==> src/hdl/ppts_pkg.sv <==
// shared types and constants for the perspective projection core
`default_nettype none
package ppts_pkg;

  localparam int COEF_W     = 32;
  localparam int PT_W       = 32;
  localparam int SIZE_W     = 16;
  localparam int TERM_LIM_B = 47;
  localparam int CFG_IDX_W  = 4;
  localparam int CFG_DATA_W = 64;
  localparam int SCR_REG_W  = 32;
  localparam int QUEUE_DEPTH = 4;

  typedef enum logic [CFG_IDX_W-1:0] {
    REG_ROW_X_FIRST   = 4'd0,
    REG_ROW_X_SECOND  = 4'd1,
    REG_ROW_Y_FIRST   = 4'd2,
    REG_ROW_Y_SECOND  = 4'd3,
    REG_ROW_W_FIRST   = 4'd4,
    REG_ROW_W_SECOND  = 4'd5,
    REG_SCREEN_SIZE   = 4'd6,
    REG_SCREEN_OFFSET = 4'd7
  } cfg_idx_t;

  typedef struct packed {
    logic [CFG_DATA_W-1:0] row_x_first;
    logic [CFG_DATA_W-1:0] row_x_second;
    logic [CFG_DATA_W-1:0] row_y_first;
    logic [CFG_DATA_W-1:0] row_y_second;
    logic [CFG_DATA_W-1:0] row_w_first;
    logic [CFG_DATA_W-1:0] row_w_second;
    logic [SCR_REG_W-1:0]  screen_size;
    logic [SCR_REG_W-1:0]  screen_offset;
  } cfg_t;

endpackage
`default_nettype wire

==> src/hdl/ppts_fifo.sv <==
// small queue between front and back ends
`default_nettype none
module ppts_fifo
  import ppts_pkg::*;
#(
  parameter int W     = 151,
  parameter int DEPTH = 4
) (
  input  wire logic         clk,
  input  wire logic         rst_n,
  input  wire logic         i_valid,
  output logic              i_ready,
  input  wire logic [W-1:0] i_data,
  output logic              o_valid,
  input  wire logic         o_ready,
  output logic [W-1:0]      o_data
);

  localparam int PTR_W = $clog2(DEPTH);
  localparam int CNT_W = $clog2(DEPTH + 1);

  logic [W-1:0]     mem [DEPTH];
  logic [PTR_W-1:0] wr_ptr_r, rd_ptr_r;
  logic [CNT_W-1:0] count_r;
  logic             push, pop;

  assign i_ready = (count_r != CNT_W'(DEPTH));
  assign o_valid = (count_r != '0);
  assign o_data  = mem[rd_ptr_r];
  assign push    = i_valid && i_ready;
  assign pop     = o_valid && o_ready;

  always_ff @(posedge clk) begin
    if (push) begin
      mem[wr_ptr_r] <= i_data;
    end
  end

  always_ff @(posedge clk) begin
    if (!rst_n) begin
      wr_ptr_r <= '0;
      rd_ptr_r <= '0;
      count_r  <= '0;
    end else begin
      if (push) begin
        wr_ptr_r <= (wr_ptr_r == PTR_W'(DEPTH - 1)) ? '0 : wr_ptr_r + 1'b1;
      end
      if (pop) begin
        rd_ptr_r <= (rd_ptr_r == PTR_W'(DEPTH - 1)) ? '0 : rd_ptr_r + 1'b1;
      end
      if (push && !pop) begin
        count_r <= count_r + 1'b1;
      end else if (pop && !push) begin
        count_r <= count_r - 1'b1;
      end
    end
  end

  a_count_bound: assert property (@(posedge clk) disable iff (!rst_n)
    count_r <= CNT_W'(DEPTH)) else $error("queue count above depth");
  a_count_up: assert property (@(posedge clk) disable iff (!rst_n)
    (push && !pop) |=> count_r == $past(count_r) + 1'b1) else $error("queue lost a push");

endmodule
`default_nettype wire

==> config.mk <==
export PLATFORM = sky130hd
export DESIGN_NAME = ppts_fifo
export DESIGN_NICKNAME = d
export VERILOG_FILES = /design/src/hdl/ppts_pkg.sv /design/src/hdl/ppts_fifo.sv
export SDC_FILE = /design/constraint.sdc
export NUM_CORES = 1
export LEC_CHECK = 0
export BUFFER_PORTS_ARGS = -buffer_cell sky130_fd_sc_hd__buf_2
export CAP_MARGIN = 20
export CORE_MARGIN = 1
export CORE_UTILIZATION = 55
export CTS_BUF_LIST = sky130_fd_sc_hd__clkbuf_16
export DETAILED_ROUTE_END_ITERATION = 6
export PLACE_DENSITY_LB_ADDON = 0.3
export SKIP_LAST_GASP = 1
export SYNTH_ARGS = -nofsm -noshare
export SYNTH_HDL_FRONTEND = slang
export SYNTH_SLANG_ARGS = --single-unit
==> constraint.sdc <==
create_clock -name clk -period 8 [get_ports clk]
set_input_delay 0.8 -clock clk [delete_from_list [all_inputs] [get_ports clk]]
set_output_delay 0.8 -clock clk [all_outputs]
set_load 0.01 [all_outputs]
# ---- Word level (Yosys, flattened, before mapping)
# Memory sizes are Yosys's and may differ from the RTL's. A register that Yosys moved wholly into a read port is not among the register bits.
# Index checks and enable logic that the tools add are counted.
dict set report classes {
  n_addsub 4
  multipliers 0
  n_div 0
  n_lt_le_gt_ge 0
  eq_ne 3
  shifts 0
  n_mux 8
  bitwise 0
  n_reduce_logical 8
}
# operator count
set op_table {}
lappend op_table {{2-to-1 mux 2 bit} 4}
lappend op_table {{2-to-1 mux 3 bit} 2}
lappend op_table {{adder 2 x 1 -> 2 bit (second input constant)} 2}
lappend op_table {{equality test 2 bit (second input constant)} 2}
lappend op_table {{logical AND 1 bit} 4}
lappend op_table {{adder 3 x 1 -> 3 bit (second input constant)} 1}
lappend op_table {{!= test 3 bit (second input constant)} 1}
lappend op_table {{nonzero test 3 bit} 1}
lappend op_table {{subtractor 3 x 1 -> 3 bit (second input constant)} 1}
lappend op_table {{zero test 1 bit} 2}
lappend op_table {{2-to-1 mux 1 bit} 2}
lappend op_table {{nonzero test 2 bit} 1}
dict set report word_totals {
  regBits 7
  latch_bits 0
  mem_bits_rw 604
  rom_bits 0
  mem_count 1
}
# memory words width read_ports rd_clocked_by_memory_dff write_ports line_no
set memory_table {}
lappend memory_table {mem 4 151 1 1 1 ppts_fifo.sv:22} ;# logic [W-1:0] mem [DEPTH];

# ---- Depth between registers and ports, before layout
# Gate-level depths: netlist (run 1).
dict set report depth {
  word_depth 6
  mapped_depth 9
}

# ---- Worst setup path before layout (run 1)
# OpenSTA, ideal clock, no wires.
dict set report synth_timing {
  path_type {input to register}
  start {in i_valid}
  end {mem mem[0][0] (enable)}
  arrival_ns 4.298
  t_required_ns 7.470
  setup_slack_ns 3.172
  cell_stages 1
  n_path_buf 0
  cell_sequence {and3_1}
}
dict set report synth_via {
  elab_chain_cells 3
}
# element line_no
set synth_lines {}
lappend synth_lines {{start, declared} ppts_fifo.sv:11} ;# input wire logic i_valid,
lappend synth_lines {{logical AND 1 bit} ppts_fifo.sv:30} ;# assign push = i_valid && i_ready;
lappend synth_lines {{2-to-1 mux 1 bit} ppts_fifo.sv:34} ;# if (push) begin
lappend synth_lines {{2-to-1 mux 1 bit (not written as such)} ppts_fifo.sv:35} ;# mem[wr_ptr_r] <= i_data;
lappend synth_lines {{end, declared} ppts_fifo.sv:22}
# Every way passes these cells.

==> out/qor.txt, run 1 <==
Setup TNS - 0 ps
Chip Width - 203 µm
CP Data Required Time - 7200 ps
Total track usage - 20.1%
Highest ir drop seen on vdd - 207 µV
Area post-placement - 0.0243 mm²
Final Max Slew Viols - 0
Fin crit period - 3770 ps
Worst hold start - i_data[70]
CP Launch Type - register
RR Startpoint - count_r[0]
Slowest-stage cell, CP - buf_4
H-tree levels - 2
Core outline area - 0.0398 mm²
Sw frac - 25.4%
Warning count from the yosys run - 0
Drt wl/cell - 23.2 µm
DRC viols - 0
Vias in the first global route - 10200
Pwr Density - 314 mW/mm²
Final period util - 47.1%
Design area - 0.0261 mm²
Setup-failing EPs final - 0
Critical-path cell list - buf_4 > mux4_2 > buf_2
Distinct cells, synth - 27
Syn Std Cell Area - 0.0223 mm²
Clock power share - 31.0%
Unrepaired setup endpoints after global routing - no
Max FO, Critical Path - 42
Initial detailed-routing violation count - 654
Tightest Pin Transition - 977 ps
Bufs and invs on worst path - 2
NetSw - 0.00209 W
Total gr overflow - 0
CTS Hold Bufs - 0
Clock sink count - 613
Synth Register Bits - 613
IO buf count - 307
Cells on worst reg2reg path - 3
Routed Antenna Nets - 0
WS Path Type - register to primary output
Post-CTS Setup Bufs - 0
Syn_area_per_cell - 26.5 µm²
Std-Cell Rows - 73
Sequential share of power - 48.9%
Clock root buffer - clkbuf_16
Crit path depth - 3
Die Span Y - 203 µm
TritonRoute pass-1 iters - 4
Nets - 1344
Skew final - 15.4 ps
Avg Vias per Cell - 5.65
Critical path's top delay family - buffers and inverters
Io pins - 308
Crit end category - primary output
Most common flop cell mapped by yosys - edfxtp_1
Max_slew headroom - 34.8%
Area Growth Syn to Fin - 17.4%
Post-Synthesis Net Count - 1002
Status - complete, no violations
Post-synth ARST share - 0%
Largest net degree at the start of global routing - 83
Initial Utilization - 55.9%
Clk_lat worst skew - 590 ps
CTS tree - yes
Fraction of layout cells with a size suffix above 1 - 45.2%
Max Cap Viol - 0
Die footprint - 0.0413 mm²
Number of synthesized flops with an enable pin - 604
Initial antenna violation count - 10
Sequential-to-total area share from yosys stat - 82.3%
Clock transition at path regs - 60 ps
Drt total wl - 40800 µm
PostCTS Resize Cnt - 0
Worst path max stage delay - 780 ps
WHS Path Cells - 1
Final core area utilization - 65.6%
Mapped Cells - 840
RD Place Congestion - 0.741
Global-route wire length before repair - 61100 µm
CP arrival - 2970 ps
Hold Fails Final Rpt - 0
Hold Path Class - input pin to register
Fmax - 265 MHz
Longest Clk Path Bufs - 3
Via Count - 9925
Final HPWL DP - 24300 µm
Comb pwr share - 20.1%
Total CTS buffers - 57
Int Pwr - 0.00612 W
Pwr Total - 0.00820 W
Pleak - 8.74 nW
[metrics by stage]
stage	instances	hold slack, ps	setup WS, ps
after floorplan	840	468	3170
after global placement	1648	491	4780
after detailed placement	1648	505	4770
after CTS	1753	379	4110
after global routing	1753	391	3980
final	1758	419	4230
[flip-flops by register name, summed over array words and instances (netlist names), named ones only]
signal	cells
count_r	3
wr_ptr_r	2
mem	604
rd_ptr_r	2
[routing by layer]
layer  vias to the layer above  track usage, %  share of wire (%)
met4                        16            5.69                1.7
met2                       356            30.8                 49
met3                        65            6.81                9.3
li1                       4336               -                  -
met5                         -               0               0.26
met1                      5152            27.9                 40
[power by group through the flow]
stage / sequential, W / clock [W] / combinational (W)
finish: 0.00401 / 0.00254 / 0.00165
global route: 0.00405 / 0.00271 / 0.00178
CTS: 0.00402 / 0.00260 / 0.00169
detailed placement: 0.00409 / 0 / 0.00168
global placement: 0.00407 / 0 / 0.00167
floorplan: 0.00405 / 0 / 0.00113
[cell families after synthesis]
family,after synthesis,share of synthesized area (%)
and+or+nand+nor,20,0.506
muxes,153,15.4
xor gates and xnor gates,2,0.0787
DFF,613,82.3
adders and majority gates,7,0.427
AOI/OAI and AO/OA,6,0.157
buffers and inverters,39,1.13
[worst reg2reg max path, cell delays in order, from the launching register on]
cell,delay [ps]
dfxtp_1,420
or3b_1,310
and3_4,820
buf_4,830
[final timing paths]
check                              endpoint  slack [ps]
worst min-delay path             mem[0][70]         420
worst max register to register  mem[0][107]        5220
worst min register to register  wr_ptr_r[1]         510
worst max-delay path            o_data[124]        4230
[layout make-up]
type / count / area (µm²)
Antenna cell: 5 / 12.5
Clock buffer: 59 / 1480
Clock inverter: 46 / 309
Fill cell: 2592 / 13700
Inverter: 3 / 11.3
Multi-Input combinational cell: 188 / 3700
Sequential cell: 613 / 18300
Tap cell: 525 / 657
Timing Repair Buffer: 319 / 1640
[cells in the final DEF (no fill, tap or decap), types with 2 or more instances in the layout]
cell type and count:
mux2i_1 2, clkinv_2 11, and3_4 4, bufinv_16 4
mux4_2 151, clkinvlp_4 2, nand2_1 5, clkbuf_16 59
nor2_1 2, dfxtp_4 2, ha_1 6, or3_1 2
o21ai_0 4, dfxtp_1 7, diode_2 5, buf_2 307
clkinv_1 15, edfxtp_1 604, nand3_1 2, inv_1 15
buf_4 11
[cells in the mapped netlist, types with 2 or more instances]
library cell	number	area (µm²)
or3_1	2	12.5
and3_1	2	12.5
o21ai_0	4	20.0
buf_6	11	124
edfxtp_1	604	18100
ha_1	6	75.1
clkbuf_1	7	26.3
nor2_1	2	7.51
nand2_1	5	18.8
dfxtp_1	9	180
and3_2	2	15.0
buf_2	17	85.1
mux2i_1	2	20.0
inv_1	3	11.3
mux4_2	151	3400
nand3_1	2	10.0
(Power assumes the default switching activity.)
==> inputs of run 2 (changes only) <==
--- a/config.mk
+++ b/config.mk
@@ -5,6 +5,7 @@
 export SDC_FILE = /design/constraint.sdc
 export NUM_CORES = 1
 export LEC_CHECK = 0
+export ABC_AREA = 1
 export BUFFER_PORTS_ARGS = -buffer_cell sky130_fd_sc_hd__buf_2
 export CAP_MARGIN = 20
 export CORE_MARGIN = 1
==> constraint.sdc (replaced) <==
create_clock -name clk -period 3.75 [get_ports clk]
set_input_delay 0.375 -clock clk [delete_from_list [all_inputs] [get_ports clk]]
set_output_delay 0.375 -clock clk [all_outputs]
set_load 0.01 [all_outputs]
==> run 2 against run 1 <==
  * Power rose by 130%
  * First-iteration DRC count up 52%
  * Highest routed layer unchanged
  * Largest power group unchanged
  * Critical path type unchanged
  * Final cell count rose by 45%
  * Register-to-register slack got worse by 3800 ps
==> out/qor.txt, run 2 <==
Status - complete, no violations
Highest ir drop seen on vdd - 539 µV (+160%)
Pwr Density - 680 mW/mm² (+120%)
Mapped Cells - 1530 (+82%)
Clk_lat worst skew - 610 ps (+20 ps)
RD Place Congestion - 0.778 (+5.0%)
Max_slew headroom - 35.2% (+0.41 points)
Combinational family with the most area after synthesis - compound AO/OA/AOI/OAI gates
IO buf count - 307 (unchanged)
Most common flop cell mapped by yosys - edfxtp_1
Io pins - 308 (unchanged)
Core outline area - 0.0408 mm² (+2.5%)
CP Data Required Time - 3380 ps (-3820 ps)
Crit end category - primary output
Distinct cells, synth - 20 (-26%)
Hold Path Class - input pin to register
Longest Clk Path Bufs - 3 (unchanged)
Sequential-to-total area share from yosys stat - 80.5% (-1.8 points)
Share of the synthesized area in the top cell type - 79.7% (-1.8 points)
Post-synth ARST share - 0% (unchanged)
Most common cell after layout, fill and taps aside - edfxtp_1
Design area - 0.0281 mm² (+7.4%)
PostCTS Resize Cnt - 0 (unchanged)
Pleak - 9.93 nW (+14%)
Syn Std Cell Area - 0.0228 mm² (+2.3%)
Initial Utilization - 55.7% (-0.13 points)
Routed Antenna Nets - 0 (unchanged)
Post-synthesis adder-cell area fraction - 0.418% (-0.0096 points)
Final period util - 86.6%
WS Path Type - register to primary output
Sw frac - 31.4% (+5.9 points)
Drt wl/cell - 19.6 µm (-16%)
Global-route wire length before repair - 75700 µm (+24%)
DRC viols - 0 (unchanged)
Max reg flops - 604 (unchanged)
Cell taking the most area after synthesis - edfxtp_1
Most instantiated cells after synthesis - 604 x edfxtp_1, 317 x nor2_1, 269 x o21ai_0
Largest net degree at the start of global routing - 173 (+110%)
Fraction of layout cells with a size suffix above 1 - 20.5% (-25 points)
Sequential share of power - 44.6% (-4.3 points)
Drt total wl - 50000 µm (+23%)
Nets - 2134 (+59%)
Max FO, Critical Path - 73 (+74%)
Total track usage - 23.5% (+3.4 points)
CP arrival - 2870 ps (-100 ps)
Synth Register Bits - 613 (unchanged)
Clock transition at path regs - 60 ps (about the same)
Vias in the first global route - 14100 (+38%)
Dpl ws - 1200 ps (-3570 ps)
Post-synthesis mux area share - 0% (-15 points)
Tightest Pin Transition - 971 ps (-6.15 ps)
Most frequent cells in the layout - 604 x edfxtp_1, 313 x nor2_1, 307 x buf_2, 269 x o21ai_0
Initial detailed-routing violation count - 993 (+52%)
CTS tree - yes
Pwr Total - 0.0191 W (+130%)
Via Count - 14300 (+44%)
NetSw - 0.00599 W (+190%)
Area Growth Syn to Fin - 23.3%
Post-synthesis xor/xnor area fraction - 0% (-0.079 points)
Chip Width - 205 µm (+1.1%)
H-tree levels - 2 (unchanged)
Final HPWL DP - 26700 µm (+10%)
Syn_area_per_cell - 14.9 µm² (-44%)
Setup TNS - 0 ps (unchanged)
Skew final - 14.0 ps (-1.45 ps)
Number of synthesized flops with an enable pin - 604 (unchanged)
Total CTS buffers - 59 (+3.5%)
Final core area utilization - 68.7% (+3.1 points)
Fmax - 308 MHz
Hold Fails Final Rpt - 0 (unchanged)
Comb pwr share - 26.7% (+6.6 points)
Register with the most flip-flops - mem
Setup ws final - 501 ps (-3730 ps)
Std-Cell Rows - 74 (+1.4%)
TritonRoute pass-1 iters - 5 (+1)
Total gr overflow - 0 (unchanged)
Die Span Y - 205 µm (+1.1%)
Int Pwr - 0.0131 W (+110%)
Clock root buffer - clkbuf_16
Clock power share - 28.7% (-2.3 points)
Die footprint - 0.0422 mm² (+2.3%)
Largest registers - mem (604), count_r (3)
Post-CTS Setup Bufs - 0 (unchanged)
Most common cell in the netlist - edfxtp_1
Setup-failing EPs final - 0 (unchanged)
Final Max Slew Viols - 0 (unchanged)
Post-Synthesis Net Count - 1692 (+69%)
Warning count from the yosys run - 0 (unchanged)
Complex-gate fraction of the synthesized area - 10.9% (+11 points)
Synth top area cells - edfxtp_1 80%, o21ai_0 5.9%, nor2_1 5.2%
CP Launch Type - register
Max Cap Viol - 0 (unchanged)
Avg Vias per Cell - 5.59 (-1.0%)
Area post-placement - 0.0248 mm² (+1.7%)
Unrepaired setup endpoints after global routing - no
Fin crit period - 3250 ps
Simple-gate share of the synthesized area - 5.58% (+5.1 points)
Initial antenna violation count - 5 (-5)
Clock sink count - 613 (unchanged)
==> run 2: changes by cell type after synthesis, moves of 29 or more <==
cell	delta
o22ai_1	+151
mux4_2	-151
o21ai_1	+35
nor2_1	+315
o21ai_0	+265
clkbuf_1	+29
==> run 2: worst paths after layout <==
| kind | slack (ps) | cells past startpoint | end | from |
|---|---|---|---|---|
| worst min register to register | 510 | 2 | count_r[0] | count_r[0] |
| worst max-delay path | 500 | 5 | o_data[89] | register |
| worst min-delay path | 70 | 3 | count_r[2] | rst_n |
| worst max register to register | 1390 | 5 | mem[3][25] | count_r[1] |
==> run 2: cells by family (layout without fill, tap and decap cells) <==
family	count (synthesis)	after routing
other cells	0	5
compound gates	458	458
simple gates	336	336
fa+ha+maj	7	7
buf+inv	116	604
flops	613	613
==> run 2: layer usage <==
| layer | vias up | share of wire (%) | wire length (µm) | GRT usage (%) |
|---|---|---|---|---|
| li1 | 6670 | - | - | - |
| met1 | 7009 | 41 | 20500 | 30.6 |
| met2 | 526 | 49 | 24600 | 39.2 |
| met3 | 68 | 8.1 | 4050 | 5.37 |
| met4 | 2 | 1.7 | 867 | 7.49 |
| met5 | - | 0.024 | 12 | 0 |
==> run 2: layout make-up <==
cell class                      count  area (µm²)
Clock inverter                     47         290
Fill cell                        2710       12800
Antenna cell                        5        12.5
Sequential cell                   613       18300
Tap cell                          532         666
Inverter                           17        73.8
Timing Repair Buffer              480        3330
Clock buffer                       60        1500
Multi-Input combinational cell    801        3880
==> run 2: critical path: stages (launching register included) <==
cell and delay (ps):
dfxtp_4 400, buf_4 500, buf_4 670, o21ai_0 230, o22ai_1 240, buf_2 160
==> run 2: power groups by stage <==
stage          Clock, W  Sequential, W  Combinational [W]
2_1_floorplan         0        0.00870            0.00299
3_3_place_gp          0        0.00863            0.00487
3_5_place_dp          0        0.00865            0.00497
4_1_cts         0.00557        0.00851            0.00512
5_1_grt         0.00583        0.00857            0.00558
6_report        0.00548        0.00851            0.00510
==> run 2: repair_timing <==
action	in CTS	in global routing
endpoints found under the hold margin	604	0
hold buffers	151	0
endpoints found under the setup margin	0	0
==> run 2: through the flow <==
stage               std cells  hold WS [ps]
finish                   2555          71.4
global placement         2292           491
detailed placement       2292           503
global route             2553          69.4
CTS                      2550          37.9
floorplan                1530           474
==> inputs of run 3 (changes only) <==
--- a/config.mk
+++ b/config.mk
@@ -6,13 +6,14 @@
 export NUM_CORES = 1
 export LEC_CHECK = 0
 export ABC_AREA = 1
+export ABC_CLOCK_PERIOD_IN_PS = 3750
 export BUFFER_PORTS_ARGS = -buffer_cell sky130_fd_sc_hd__buf_2
 export CAP_MARGIN = 20
 export CORE_MARGIN = 1
 export CORE_UTILIZATION = 55
 export CTS_BUF_LIST = sky130_fd_sc_hd__clkbuf_16
 export DETAILED_ROUTE_END_ITERATION = 6
-export PLACE_DENSITY_LB_ADDON = 0.3
+export PLACE_DENSITY = 0.8
 export SKIP_LAST_GASP = 1
 export SYNTH_ARGS = -nofsm -noshare
 export SYNTH_HDL_FRONTEND = slang
==> run 3 against run 2 <==
  * Wire length is 6.5% higher
  * Largest cell class unchanged
  * Non-clock buffer count decreased by 2
  * Critical endpoint is now o_data[20]
  * Critical path type unchanged
  * Fmax rose by 5.1%
  * Via count increased by 2.7%
  * First-iteration DRC count rose by 20%
  * Critical path depth did not move
==> out/qor.txt, run 3 (synthesized netlist as in run 2, its figures left out) <==
Most common cell after layout, fill and taps aside - edfxtp_1
Drt wl/cell - 20.9 µm (+6.8%)
Final period util - 82.5% (-4.2 points)
RD Place Congestion - 0.752 (-3.4%)
Pleak - 9.94 nW (about the same)
Setup TNS - 0 ps (unchanged)
Io pins - 308 (unchanged)
Final HPWL DP - 26900 µm (+0.66%)
Final Max Slew Viols - 0 (unchanged)
Vias in the first global route - 14800 (+5.1%)
Drt total wl - 53300 µm (+6.5%)
Status - complete, no violations
Hold WS - 63.8 ps (-7.66 ps)
Routed Antenna Nets - 0 (unchanged)
Dpl ws - 1260 ps (+56.3 ps)
Fmax - 323 MHz (+5.1%)
Highest ir drop seen on vdd - 533 µV (-1.2%)
Global-route wire length before repair - 78900 µm (+4.3%)
Nets - 2130 (-0.19%)
Initial detailed-routing violation count - 1191 (+20%)
Hold Path Class - input pin to register
Unrepaired setup endpoints after global routing - no
CP arrival - 2720 ps (-150 ps)
Total CTS buffers - 57 (-3.4%)
Longest Clk Path Bufs - 3 (unchanged)
Hold Fails Final Rpt - 0 (unchanged)
Initial antenna violation count - 5 (unchanged)
Setup ws final - 657 ps (+156 ps)
Avg Vias per Cell - 5.76 (+3.0%)
Skew final - 22.5 ps (+8.47 ps)
PostCTS Resize Cnt - 0 (unchanged)
Via Count - 14700 (+2.7%)
IO buf count - 307 (unchanged)
Max FO, Critical Path - 63 (-14%)
Crit end category - primary output
Clock root buffer - clkbuf_16
Worst path max stage delay - 570 ps (-100 ps)
CP Data Required Time - 3380 ps (about the same)
Fraction of layout cells with a size suffix above 1 - 20.7% (+0.21 points)
Total gr overflow - 0 (unchanged)
Die footprint - 0.0422 mm² (unchanged)
Pwr Density - 688 mW/mm² (+1.1%)
Core outline area - 0.0408 mm² (unchanged)
Register with the most flip-flops - mem
Critical-path cell list - inv_4 > buf_12 > o21ai_0 > o22ai_1 > buf_2
Tightest Pin Transition - 846 ps (-125 ps)
CTS tree - yes
TritonRoute pass-1 iters - 5 (unchanged)
H-tree levels - 2 (unchanged)
WS Path Type - register to primary output
Max_slew headroom - 43.5% (+8.2 points)
Fin crit period - 3090 ps (-156 ps)
DRC viols - 0 (unchanged)
Final core area utilization - 68.9% (+0.18 points)
Setup-failing EPs final - 0 (unchanged)
Clock sink count - 613 (unchanged)
Slowest-stage cell, CP - inv_4
CP Launch Type - register
Std-Cell Rows - 74 (unchanged)
Largest registers - mem (604), count_r (3)
Largest net degree at the start of global routing - 172 (-0.58%)
Die Span Y - 205 µm (unchanged)
Max Cap Viol - 0 (unchanged)
Clock transition at path regs - 60 ps (about the same)
Chip Width - 205 µm (unchanged)
Area Growth Syn to Fin - 23.7%
Total track usage - 24.7% (+1.2 points)
Most frequent cells in the layout - 604 x edfxtp_1, 313 x nor2_1, 307 x buf_2, 269 x o21ai_0
Max reg flops - 604 (unchanged)
Initial Utilization - 55.7% (unchanged)
Clk_lat worst skew - 610 ps (about the same)
==> run 3: path summary, 6_finish.rpt <==
| kind | from | slack (ps) | cells past startpoint | end |
|---|---|---|---|---|
| max | register | 660 | 5 | o_data[20] |
| min | rst_n | 60 | 3 | wr_ptr_r[0] |
| max reg2reg | count_r[1] | 1370 | 5 | mem[1][3] |
| min reg2reg | count_r[0] | 530 | 2 | count_r[0] |
==> run 3: area by class of cell <==
type	instances	area, µm²
repair buffers	478	3400
multi-input cells	801	3880
clock inverters	46	369
diodes	4	10.0
clock buffers	57	1430
fillers	2573	12700
flip-flops and latches	613	18300
inverters	17	73.8
well taps	532	666
==> run 3: power breakdown <==
group	total [W]	leakage (nW)	switching, W	internal (W)
clock network	0.00559	0.921	0.00242	0.00317
registers	0.00860	5.61	0.000261	0.00834
logic	0.00517	3.41	0.00345	0.00172
==> run 3: stage by stage <==
step                      area, µm²  total power (W)  cells
after global placement        24800           0.0135   2290
after detailed placement      24800           0.0137   2290
after global routing          28100           0.0202   2547
after CTS                     28100           0.0193   2544
after floorplan               22800           0.0117   1530
final                         28100           0.0194   2548
==> run 3: metal layers <==
metal / up-vias / track usage [%] / share of wire (%)
met5: - / 0 / 0.019
met4: 2 / 10.6 / 2.8
met3: 105 / 5.67 / 9.6
met2: 752 / 41.7 / 50
met1: 7140 / 30.7 / 37
li1: 6665 / - / -
==> run 3: worst max-delay path: cells and delay by family (launching register included) <==
family / cells / cell delay, ps
compound gates: 2 / 440
buf+inv: 3 / 1090
flops: 1 / 550
==> run 3: timing repair <==
action,4_1_cts,5_1_grt
setup buffers,0,0
hold endpoints to repair,604,0
hold buffers,151,0
